`config.mk`:
```
export PLATFORM = sky130hd
export DESIGN_NAME = jpeg_app_segment_extractor_top
export DESIGN_NICKNAME = d
export VERILOG_FILES = /design/src/design/jase_pkg.sv /design/src/design/jpeg_app_segment_extractor_top.sv /design/src/design/jase_fifo.sv /design/src/design/jase_front.sv /design/src/design/jase_back.sv
export SDC_FILE = /design/constraint.sdc
export NUM_CORES = 1
export LEC_CHECK = 0
export ABC_AREA = 1
export BUFFER_PORTS_ARGS = -buffer_cell sky130_fd_sc_hd__buf_2
export CAP_MARGIN = 40
export CORE_ASPECT_RATIO = 0.75
export CORE_MARGIN = 10
export CORE_UTILIZATION = 39
export CTS_BUF_LIST = sky130_fd_sc_hd__clkbuf_4
export CTS_CLUSTER_DIAMETER = 50
export DETAILED_ROUTE_END_ITERATION = 10
export GPL_ROUTABILITY_DRIVEN = 0
export PLACE_DENSITY_LB_ADDON = 0.05
export SYNTH_ARGS = -nofsm -noshare
export SYNTH_HDL_FRONTEND = slang
export SYNTH_SLANG_ARGS = --single-unit
```
`constraint.sdc`:
```
create_clock -name clk -period 3.95 [get_ports clk]
set_input_delay 0.395 -clock clk [delete_from_list [all_inputs] [get_ports clk]]
set_output_delay 0.395 -clock clk [all_outputs]
set_load 0.02 [all_outputs]
```
`src/design/jase_pkg.sv`:
```
package jase_pkg;

    localparam logic [7:0] BYTE_FF  = 8'hFF;
    localparam logic [7:0] CODE_SOI = 8'hD8;
    localparam logic [7:0] CODE_EOI = 8'hD9;
    localparam logic [7:0] CODE_SOS = 8'hDA;
    localparam logic [7:0] CODE_APP_LO = 8'hE0;
    localparam logic [7:0] CODE_APP_HI = 8'hEF;

    localparam logic [2:0] ST_OK      = 3'd0;
    localparam logic [2:0] ST_NOTJPEG = 3'd1;
    localparam logic [2:0] ST_BADMARK = 3'd2;
    localparam logic [2:0] ST_TRUNC   = 3'd3;
    localparam logic [2:0] ST_BADLEN  = 3'd4;

    typedef struct packed {
        logic [7:0] in_byte;
        logic       end_of_stream;
    } jase_in_t;

    typedef struct packed {
        logic [7:0] out_byte;
        logic       segment_last;
        logic       stream_done;
        logic [2:0] status;
    } jase_out_t;

    // One queued command expands into one to three results, in the order
    // marker FF, data byte, end-of-stream status.
    typedef struct packed {
        logic       ff_en;
        logic       byte_en;
        logic       done_en;
        logic [7:0] data;
        logic       last;
        logic [2:0] status;
    } jase_cmd_t;

endpackage

```
`src/design/jpeg_app_segment_extractor_top.sv`:
```
// Channel   Handshake                     Payload fields
// item      item_valid / item_stall       in_byte, end_of_stream
// result    result_valid / result_stall   out_byte, segment_last, stream_done, status
//
// The parser takes one byte per cycle while the queue has room and queues a command of one to three
// results for each byte that produces output; skipped bytes queue nothing. A result passes through
// the queue, the command register and the output register before it leaves. The output drains one
// result per cycle while result_stall is low, so an APP marker code (two results) or a final byte on
// one (three) backs up the queue briefly; item_stall rises only while the QUEUE_DEPTH-entry queue is
// full. Reset clears the parser, the queue and the valid flags of the command and output registers.
module jpeg_app_segment_extractor_top #(
    parameter int QUEUE_DEPTH = 4
) (
    input  logic               clk,
    input  logic               rst_n,
    input  logic               item_valid,
    output logic               item_stall,
    input  jase_pkg::jase_in_t item,
    output logic               result_valid,
    input  logic               result_stall,
    output jase_pkg::jase_out_t result
);
    import jase_pkg::*;

    jase_cmd_t push_cmd;
    jase_cmd_t head_cmd;
    logic      push;
    logic      pop;
    logic      q_empty;
    logic      q_full;

    jase_front u_front (
        .clk        (clk),
        .rst_n      (rst_n),
        .item_valid (item_valid),
        .item_stall (item_stall),
        .item       (item),
        .push       (push),
        .cmd        (push_cmd),
        .full       (q_full)
    );

    jase_fifo #(
        .WIDTH ($bits(jase_cmd_t)),
        .DEPTH (QUEUE_DEPTH)
    ) u_queue (
        .clk       (clk),
        .rst_n     (rst_n),
        .push      (push),
        .push_data (push_cmd),
        .pop       (pop),
        .pop_data  (head_cmd),
        .empty     (q_empty),
        .full      (q_full)
    );

    jase_back u_back (
        .clk          (clk),
        .rst_n        (rst_n),
        .q_empty      (q_empty),
        .q_data       (head_cmd),
        .pop          (pop),
        .result_valid (result_valid),
        .result_stall (result_stall),
        .result       (result)
    );

endmodule

```
`src/design/jase_fifo.sv`:
```
module jase_fifo #(
    parameter int WIDTH = 8,
    parameter int DEPTH = 4
) (
    input  logic             clk,
    input  logic             rst_n,
    input  logic             push,
    input  logic [WIDTH-1:0] push_data,
    input  logic             pop,
    output logic [WIDTH-1:0] pop_data,
    output logic             empty,
    output logic             full
);
    localparam int PTR_W = (DEPTH > 1) ? $clog2(DEPTH) : 1;
    localparam int CNT_W = $clog2(DEPTH + 1);
    localparam logic [PTR_W-1:0] PTR_LAST = PTR_W'(DEPTH - 1);
    localparam logic [CNT_W-1:0] CNT_FULL = CNT_W'(DEPTH);

    logic [WIDTH-1:0] mem_reg [DEPTH];
    logic [PTR_W-1:0] wr_ptr_reg, wr_ptr_next;
    logic [PTR_W-1:0] rd_ptr_reg, rd_ptr_next;
    logic [CNT_W-1:0] count_reg, count_next;
    logic             do_push;
    logic             do_pop;

    assign empty    = (count_reg == '0);
    assign full     = (count_reg == CNT_FULL);
    assign do_push  = push && !full;
    assign do_pop   = pop && !empty;
    assign pop_data = mem_reg[rd_ptr_reg];

    always_comb
    begin
        wr_ptr_next = wr_ptr_reg;
        rd_ptr_next = rd_ptr_reg;
        count_next  = count_reg;
        if (do_push)
        begin
            wr_ptr_next = (wr_ptr_reg == PTR_LAST) ? '0 : wr_ptr_reg + 1'b1;
        end
        if (do_pop)
        begin
            rd_ptr_next = (rd_ptr_reg == PTR_LAST) ? '0 : rd_ptr_reg + 1'b1;
        end
        if (do_push && !do_pop)
        begin
            count_next = count_reg + 1'b1;
        end
        else if (do_pop && !do_push)
        begin
            count_next = count_reg - 1'b1;
        end
    end

    always_ff @(posedge clk or negedge rst_n)
    begin
        if (!rst_n)
        begin
            wr_ptr_reg <= '0;
            rd_ptr_reg <= '0;
            count_reg  <= '0;
        end
        else
        begin
            wr_ptr_reg <= wr_ptr_next;
            rd_ptr_reg <= rd_ptr_next;
            count_reg  <= count_next;
        end
    end

    always_ff @(posedge clk)
    begin
        if (do_push)
        begin
            mem_reg[wr_ptr_reg] <= push_data;
        end
    end

endmodule

```
`src/design/jase_front.sv`:
```
module jase_front (
    input  logic                clk,
    input  logic                rst_n,
    input  logic                item_valid,
    output logic                item_stall,
    input  jase_pkg::jase_in_t  item,
    output logic                push,
    output jase_pkg::jase_cmd_t cmd,
    input  logic                full
);
    import jase_pkg::*;

    typedef enum logic [7:0] {
        PH_SOI0  = 8'b0000_0001,
        PH_SOI1  = 8'b0000_0010,
        PH_MFF   = 8'b0000_0100,
        PH_MCODE = 8'b0000_1000,
        PH_LENHI = 8'b0001_0000,
        PH_LENLO = 8'b0010_0000,
        PH_BODY  = 8'b0100_0000,
        PH_STOP  = 8'b1000_0000
    } phase_t;

    phase_t      phase_reg, phase_next;
    logic        app_reg, app_next;
    logic [7:0]  len_hi_reg, len_hi_next;
    logic [15:0] left_reg, left_next;
    logic [2:0]  stop_reg, stop_next;
    logic        accept;
    logic [7:0]  b;
    logic [15:0] len;

    assign item_stall = full;
    assign accept     = item_valid && !full;
    assign b          = item.in_byte;
    assign len        = {len_hi_reg, b};
    assign push       = accept && (cmd.ff_en || cmd.byte_en || cmd.done_en);

    always_comb
    begin
        phase_next  = phase_reg;
        app_next    = app_reg;
        len_hi_next = len_hi_reg;
        left_next   = left_reg;
        stop_next   = stop_reg;
        cmd         = '0;
        cmd.data    = b;

        unique case (phase_reg)
            PH_SOI0:
            begin
                if (b == BYTE_FF)
                begin
                    phase_next = PH_SOI1;
                end
                else
                begin
                    phase_next = PH_STOP;
                    stop_next  = ST_NOTJPEG;
                    app_next   = 1'b0;
                end
            end
            PH_SOI1:
            begin
                if (b == CODE_SOI)
                begin
                    phase_next = PH_MFF;
                end
                else
                begin
                    phase_next = PH_STOP;
                    stop_next  = ST_NOTJPEG;
                    app_next   = 1'b0;
                end
            end
            PH_MFF:
            begin
                if (b == BYTE_FF)
                begin
                    phase_next = PH_MCODE;
                end
                else
                begin
                    phase_next = PH_STOP;
                    stop_next  = ST_BADMARK;
                    app_next   = 1'b0;
                end
            end
            PH_MCODE:
            begin
                if (b == CODE_EOI || b == CODE_SOS)
                begin
                    phase_next = PH_STOP;
                    stop_next  = ST_OK;
                    app_next   = 1'b0;
                end
                else
                begin
                    app_next    = (b >= CODE_APP_LO) && (b <= CODE_APP_HI);
                    cmd.ff_en   = app_next;
                    cmd.byte_en = app_next;
                    phase_next  = PH_LENHI;
                end
            end
            PH_LENHI:
            begin
                len_hi_next = b;
                cmd.byte_en = app_reg;
                phase_next  = PH_LENLO;
            end
            PH_LENLO:
            begin
                if (len < 16'd2)
                begin
                    phase_next = PH_STOP;
                    stop_next  = ST_BADLEN;
                    app_next   = 1'b0;
                end
                else
                begin
                    left_next   = len - 16'd2;
                    cmd.byte_en = app_reg;
                    cmd.last    = (left_next == '0);
                    if (left_next == '0)
                    begin
                        app_next   = 1'b0;
                        phase_next = PH_MFF;
                    end
                    else
                    begin
                        phase_next = PH_BODY;
                    end
                end
            end
            PH_BODY:
            begin
                left_next   = left_reg - 16'd1;
                cmd.byte_en = app_reg;
                cmd.last    = (left_next == '0);
                if (left_next == '0)
                begin
                    app_next   = 1'b0;
                    phase_next = PH_MFF;
                end
            end
            PH_STOP:
            begin
                // ignore bytes until end of stream
            end
            default:
            begin
                phase_next = PH_STOP;
            end
        endcase

        if (item.end_of_stream)
        begin
            cmd.done_en = 1'b1;
            unique case (phase_next)
                PH_SOI0, PH_SOI1:          cmd.status = ST_NOTJPEG;
                PH_LENHI, PH_LENLO, PH_BODY: cmd.status = ST_TRUNC;
                PH_STOP:                   cmd.status = stop_next;
                default:                   cmd.status = ST_OK;
            endcase
            // restart for the next file
            phase_next  = PH_SOI0;
            app_next    = 1'b0;
            len_hi_next = '0;
            left_next   = '0;
            stop_next   = ST_OK;
        end
    end

    always_ff @(posedge clk or negedge rst_n)
    begin
        if (!rst_n)
        begin
            phase_reg  <= PH_SOI0;
            app_reg    <= 1'b0;
            len_hi_reg <= '0;
            left_reg   <= '0;
            stop_reg   <= ST_OK;
        end
        else if (accept)
        begin
            phase_reg  <= phase_next;
            app_reg    <= app_next;
            len_hi_reg <= len_hi_next;
            left_reg   <= left_next;
            stop_reg   <= stop_next;
        end
    end

endmodule

```
`src/design/jase_back.sv`:
```
module jase_back (
    input  logic                clk,
    input  logic                rst_n,
    input  logic                q_empty,
    input  jase_pkg::jase_cmd_t q_data,
    output logic                pop,
    output logic                result_valid,
    input  logic                result_stall,
    output jase_pkg::jase_out_t result
);
    import jase_pkg::*;

    jase_cmd_t cur_reg, cur_next;
    logic      cur_valid_reg, cur_valid_next;
    jase_out_t out_reg, out_next;
    logic      out_valid_reg, out_valid_next;
    logic      out_load;
    logic      cur_free;
    logic      one_left;

    assign result_valid = out_valid_reg;
    assign result       = out_reg;

    assign out_load = cur_valid_reg && (!out_valid_reg || !result_stall);
    assign one_left = $countones({cur_reg.ff_en, cur_reg.byte_en, cur_reg.done_en}) == 1;
    assign cur_free = !cur_valid_reg || (out_load && one_left);
    assign pop      = cur_free && !q_empty;

    always_comb
    begin
        cur_next       = cur_reg;
        cur_valid_next = cur_valid_reg;
        out_next       = out_reg;
        out_valid_next = out_valid_reg;

        if (out_valid_reg && !result_stall)
        begin
            out_valid_next = 1'b0;
        end

        if (out_load)
        begin
            out_valid_next = 1'b1;
            out_next       = '0;
            priority if (cur_reg.ff_en)
            begin
                out_next.out_byte = BYTE_FF;
                cur_next.ff_en    = 1'b0;
            end
            else if (cur_reg.byte_en)
            begin
                out_next.out_byte     = cur_reg.data;
                out_next.segment_last = cur_reg.last;
                cur_next.byte_en      = 1'b0;
            end
            else
            begin
                out_next.stream_done = 1'b1;
                out_next.status      = cur_reg.status;
                cur_next.done_en     = 1'b0;
            end
        end

        if (cur_free)
        begin
            cur_valid_next = !q_empty;
            cur_next       = q_data;
        end
    end

    always_ff @(posedge clk or negedge rst_n)
    begin
        if (!rst_n)
        begin
            cur_valid_reg <= 1'b0;
            out_valid_reg <= 1'b0;
        end
        else
        begin
            cur_valid_reg <= cur_valid_next;
            out_valid_reg <= out_valid_next;
        end
    end

    always_ff @(posedge clk)
    begin
        cur_reg <= cur_next;
        out_reg <= out_next;
    end

endmodule

```
### Word level (Yosys, flattened, before mapping)

Memories as Yosys holds them, arrays and structs flattened.
Cells that the tools add are included.
W data, S select, Z words.

| operators by class | value |
|---|---|
| $lt $le $gt $ge | 3 |
| $add $sub $neg | 8 |
| muxes and demuxes | 52 |
| bitwise gates (word level) | 1 |
| eq/ne operators | 29 |
| reduce and logical (&&, ||, !) cells | 43 |

Operator list:

| cell | count |
|---|---|
| $mux W8 | 9 |
| $pmux W8 S8 | 1 |
| $eq A8 B8 Y1 const B | 6 |
| $add A32 B1 Y32 | 1 |
| $eq A32 B2 Y1 const B | 1 |
| $logic_not A16 Y1 | 2 |
| $mux W16 | 2 |
| $pmux W16 S2 | 1 |
| $mux W3 | 10 |
| $eq A8 B1 Y1 const B | 2 |
| $eq A8 B2 Y1 const B | 2 |
| $eq A8 B5 Y1 const B | 2 |
| $eq A8 B6 Y1 const B | 2 |
| $eq A8 B7 Y1 const B | 2 |
| $lt A16 B2 Y1 const B | 1 |
| $mux W1 | 16 |
| $sub A16 B1 Y16 const B | 1 |
| $sub A16 B2 Y16 const B | 1 |
| $mux W15 | 1 |
| $pmux W3 S5 | 1 |
| $logic_and A1 B1 Y1 | 11 |
| $reduce_or A2 Y1 | 5 |
| $mux W9 | 1 |
| $ne A3 B3 Y1 const B | 3 |
| other kinds (31) | 52 |

| word-level totals | value |
|---|---|
| bits in writable memories | 60 |
| flip-flop bits (word level) | 73 |
| input bits | 13 |
| logic and storage cells | 157 |
| memories | 1 |

Memory list:

| name | depth | width | read ports | clocked after Yosys merged registers in | wr ports | line | source |
|---|---|---|---|---|---|---|---|
| u_queue.mem_reg | 4 | 15 | 1 | 0 | 1 | jase_fifo.sv:19 | `logic [WIDTH-1:0] mem_reg [DEPTH];` |

### Logic depth before layout (Yosys ltp)

| depth | value |
|---|---|
| word-level depth | 12 |
| gate-level depth with buffers | 17 |
| gate-level depth less buffers | 17 |

### Hierarchy

From an unflattened synthesis, not the netlist that was laid out.

| unflattened totals | value |
|---|---|
| cell total of the unflattened synthesis | 799 |
| area total of the unflattened synthesis | 7093.1 um^2 |

By module, submodules not included:

| module | instances | cells each | area each (um^2) | sequential area each (um^2) |
|---|---|---|---|---|
| jase_front | 1 | 479 | 3039.2 | 902.1 |
| jase_fifo | 1 | 236 | 2901.5 | 1976.9 |
| jase_back | 1 | 84 | 1152.4 | 890.9 |

### Worst setup path before layout

Ideal clock, no wire load.

| timing | value |
|---|---|
| kind | reg2reg |
| from | register u_back.cur_reg[14] (netlist name) |
| to | register u_queue.count_reg[1] |
| cell stages (with the launch flop) | 12 |
| clock period less this slack | 3.100 ns |
| setup time | 0.125 ns |
| setup slack | 0.850 ns |
| buffers on the path | 1 |
| arrival | 2.975 ns |
| cells stage by stage | edfxtp_1 inv_1 clkbuf_1 fa_1 nor2_1 nand3_1 nand2_1 o21ai_1 ha_1 inv_1 fa_1 mux2_2 |

| on the way | value |
|---|---|
| longest elaborated chain between the ends | 9 |
| elaborated cells on any way between the ends | 11 |
| those cells by class | 1 x add/sub; 1 x eq/ne; 1 x mux; 8 x reduce/logical |

RTL lines:

| element | line | source |
|---|---|---|
| start, declared | jase_back.sv:13 | `jase_cmd_t cur_reg, cur_next;` |
| start signal, assigned | jase_back.sv:87 | `cur_reg <= cur_next;` |
| $add A32 B1 Y32 (implied by the code) | jase_back.sv:25 | `assign one_left = $countones({cur_reg.ff_en, cur_reg.byte_en, cur_reg.done_en}) == 1;` |
| $eq A32 B2 Y1 | jase_back.sv:25 |  |
| $logic_and A1 B1 Y1 | jase_back.sv:26 | `assign cur_free = !cur_valid_reg \|\| (out_load && one_left);` |
| $logic_or A1 B1 Y1 | jase_back.sv:26 |  |
| named net u_back.cur_free | jase_back.sv:18 | `logic cur_free;` |
| $logic_and A1 B1 Y1 | jase_back.sv:27 | `assign pop = cur_free && !q_empty;` |
| $logic_and A1 B1 Y1 | jase_fifo.sv:29 | `assign do_pop = pop && !empty;` |
| $logic_not A1 Y1 | jase_fifo.sv:45 | `if (do_push && !do_pop)` |
| $logic_and A1 B1 Y1 | jase_fifo.sv:45 |  |
| $mux W3 | jase_fifo.sv:45 |  |
| named net u_queue.count_next[1] | jase_fifo.sv:22 | `logic [CNT_W-1:0] count_reg, count_next;` |
| end signal, assigned | jase_fifo.sv:67 | `count_reg <= count_next;` |
| end, declared | jase_fifo.sv:22 |  |

The timed path passes the listed nets, and every way through them passes these cells.
A chain may end at the register's enable or synchronous reset.

### Final worst setup path

| timing | value |
|---|---|
| from | register u_front.phase_reg[2] |
| to | register u_queue.count_reg[2] |

| on the way | value |
|---|---|
| longest elaborated chain between the ends | 10 |
| elaborated cells on any way between the ends | 16 |
| those cells by class | 4 x eq/ne; 3 x mux; 9 x reduce/logical |

RTL lines:

| element | line | source |
|---|---|---|
| start, declared | jase_front.sv:24 | `phase_t phase_reg, phase_next;` |
| start signal, assigned | jase_front.sv:186 | `phase_reg <= phase_next;` |
| $eq A8 B5 Y1 / $eq A8 B7 Y1 (equally long branches) | jase_front.sv:49 | `unique case (phase_reg)` |
| $reduce_or A2 Y1 (no source line) | - |  |
| $pmux W1 S3 | jase_front.sv:49 |  |
| $logic_or A1 B1 Y1 (*) (2 in a row) | jase_front.sv:37 | `assign push = accept && (cmd.ff_en \|\| cmd.byte_en \|\| cmd.done_en);` |
| $logic_and A1 B1 Y1 (*) | jase_front.sv:37 |  |
| $logic_and A1 B1 Y1 (*) | jase_fifo.sv:28 | `assign do_push = push && !full;` |
| named net u_queue.do_push | jase_fifo.sv:23 | `logic do_push;` |
| $logic_not A1 Y1 | jase_fifo.sv:49 | `else if (do_pop && !do_push)` |
| $logic_and A1 B1 Y1 | jase_fifo.sv:49 |  |
| $reduce_bool A2 Y1 (no source line) | - |  |

Mark *: on every way through the listed nets, which the timed path passes. The rest lies on a longest branch.

==> run_results.csv <==
group,metric,value,unit
status,status,"completed",
critical_path,crit_family,"simple AND/OR/NAND/NOR gates",
grt,grt_max_degree,46,
critical_path,cp.buffers_inverters,3,
critical_path,crit_path_start_kind,"flip-flop",
synthesis,seq_area_frac_synth,54.6,%
synthesis,postSynthAreaPerCell,8.97,um^2
job,drv_cap,0,
grt,grt_overflow_total,0,
synthesis,synth-simple-area-share,25.0,%
synthesis,synth-xor-area-share,1.38,%
timing,period_share,71.7,%
finish,drive_gt1_share,15.3,%
placed_design,place_hpwl,13300,um
synthesis,syn_area,0.00690,mm^2
floorplan,core_area,0.0175,mm^2
grt,gr-usage-all-layers,15.8,%
critical_path,critical_path_required,4.42,ns
critical_path,rrSetupSlack,1.12,ns
synthesis,synth_top_family_by_area,"simple AND/OR/NAND/NOR gates",
floorplan,io_pins,28,
cts,clock_sinks,133,
critical_path,r2r_cells,16,
cts,cts_max_path_buffers,2,
cts,htree_levels,4,
critical_path,path_max_fanout,16,
timing,rsz0062_at_grt,"false",
timing,finalSetupViolations,0,
critical_path,critical-path-slowest-cell,"dfrtp_1",
critical_path,timing.rr.end,"u_queue.count_reg[2]$_DFFE_PN0P_",
timing,period_needed,2.83,ns
timing,worstMarginPinSlew,0.877,ns
drt,drt-initial-drc-count,420,
timing,fin_skew,0.0236,ns
floorplan,num_rows,42,
drt,drt-total-wl,18200,um
critical_path,slowest_delay,0.44,ns
timing,slew_headroom,40.9,%
cts,clk_pin_slew,0.13,ns
timing,fin_setup_tns,0,ns
grt,antenna_found_initial,0,
cts,ctsHoldBuffers,1,
critical_path,end_kind,"flip-flop",
placed_design,numPortBuffers,27,
synthesis,synth_nets,796,
drt,dr.pass1.iters,7,
floorplan,die_h,135,um
floorplan,start_util,39.4,%
min_path,min_path_type,"in -> reg",
timing,whs,0.0786,ns
pwr,p_leak,3.34,nW
critical_path,crit_chain,"nor2_2, inv_2, nor2_4, nand4_2, nand2_1, o21ai_2, nand3_1, nand2_2, inv_2, ha_1, inv_1, fa_1, nor2_1, nor2_1, nand2_1, xor2_1",
grt,grt_pass1_vias,5182,
synthesis,synth_area_leaders,"edfxtp_1 (38%), dfrtp_1 (16%), nand2_1 (9.4%)",
pwr,cellPowerDensity,632,mW/mm^2
finish,finish.utilization,44.1,%
critical_path,critPathArrivalTime,3.30,ns
synthesis,synth_top_cell_area_share,38.3,%
finish,diodes,0,
drt,num_vias,5386,
cts,post_cts_resized,0,
finish,largest_reg_flops,60,
floorplan,die_area,0.0235,mm^2
drt,via_per_inst,5.05,
synthesis,synth_compound_area_share,9.38,%
grt,grt_pass1_wl,29000,um
synthesis,synth_mux_area_share,0.163,%
critical_path,crit_type,"reg -> reg",
finish,num-nets-final,838,
floorplan,die_x,174,um
cts,cts_root_buf,"clkbuf_4",
timing,maxSlewViolCount,0,
drt,wire_per_inst,17.0,um
cts,cts_tree,"done",
synthesis,postSynthCellCount,769,
synthesis,synth_fa_ha_area_share,2.76,%
timing,max_freq,353,MHz
synthesis,synth.largest_area_cell,"edfxtp_1",
timing,hold_viol_final,0,
drt,drt.antenna.violating_nets,0,
critical_path,cp-endpoint,"u_queue.count_reg[2]$_DFFE_PN0P_",
cts,cts_buffers,17,
cts,clk_latency,0.56,ns
critical_path,startpoint,"u_front.phase_reg[2]$_DFFE_PN0P_",
drt,drc,0,
pwr,ir_drop,0.226,mV
cts,post_cts_buffers,0,
synthesis,yosys_warnings,0,
synthesis,yosys_register_bits,133,
synthesis,ys_types,49,
critical_path,cp.depth,16,
finish,syn2layout_area_growth,11.8,%
critical_path,r2r-start,"u_front.phase_reg[2]$_DFFE_PN0P_",
cell families (layout without fill, tap and decap cells):
family	count (synthesis)	after routing
adders and majority gates	14	14
muxes	1	1
xor gates and xnor gates	10	10
AOI/OAI and AO/OA	114	114
DFF	133	133
and+or+nand+nor	378	378
buffers and inverters	119	174
worst min-delay path: cells and delay by family:
family	cells	cell delay, ns
and+or+nand+nor	2	0.13
buffers and inverters	1	0.07
cell type report:
cell class	count	area (um^2)
clock buffers	18	135
flip-flops and latches	133	3770
fillers	1735	9790
well taps	242	303
repair buffers	38	244
multi-input cells	517	2670
inverters	104	393
clock inverters	14	200
cells in the final DEF (no fill, tap or decap), drive strengths merged, types with 8 or more instances in the layout:
cell type,count
nand2,181
nor2,126
inv,106
edfxtp,88
o21ai,65
dfrtp,44
o22ai,38
nand3,37
buf,37
clkbuf,18
nand4,16
ha,12
xor2,8
report_power, final:
part | switching, mW | total (mW) | internal (mW) | leakage (nW)
Clock | 0.556 | 1.07 | 0.517 | 0.175
Sequential | 0.168 | 2.05 | 1.89 | 1.42
Combinational | 1.19 | 1.75 | 0.560 | 1.75
layer usage:
| layer | part of all wire, % | up-vias | GRT usage [%] |
|---|---|---|---|
| li1 | - | 2640 | - |
| met1 | 53 | 2568 | 24.6 |
| met2 | 39 | 165 | 21.1 |
| met3 | 6.5 | 13 | 3.43 |
| met4 | 0.85 | 0 | 4.31 |
| met5 | 0 | - | 0 |
worst min path at each step:
stage                                         start                          endpoint  slack (ns)  cells after the start
global route                           result_stall   u_back.result_valid$_DFFE_PN0P_        0.06                      3
finish                                 result_stall   u_back.result_valid$_DFFE_PN0P_        0.08                      3
detailed placement  u_front.stop_reg[0]$_DFFE_PN0P_   u_front.stop_reg[0]$_DFFE_PN0P_        0.47                      2
global placement    u_front.stop_reg[0]$_DFFE_PN0P_   u_front.stop_reg[0]$_DFFE_PN0P_        0.47                      2
CTS                                    result_stall   u_back.result_valid$_DFFE_PN0P_        0.04                      3
floorplan                                     rst_n  u_back.cur_valid_reg$_DFFE_PN0P_         0.1                      0
Yosys cell counts (all sizes together):
cell type,number
ha,12
or2,5
a21oi,6
and3,1
inv,103
nand3b,2
nand4,16
a22oi,2
o21bai,1
buf,4
and2,2
nor2,126
o21ai,65
edfxtp,88
o32ai,1
mux2,1
nor3,7
nand2,181
clkinv,1
nand3,37
xnor2,2
o22ai,38
dfstp,1
dfrtp,44
xor2,8
o31ai,1
clkbuf,11
fa,2
nor4,1
per-stage QoR:
stage | area, um^2 | instances | setup WS [ns] | total power, mW
2_1_floorplan | 6900 | 769 | 0.850 | 3.25
3_3_place_gp | 7330 | 1031 | 1.15 | 3.77
3_5_place_dp | 7370 | 1033 | 1.16 | 3.84
4_1_cts | 7710 | 1066 | 1.10 | 4.93
5_1_grt | 7710 | 1066 | 0.809 | 5.22
6_report | 7710 | 1066 | 1.12 | 4.88
Power figures use the tool's default switching activity.
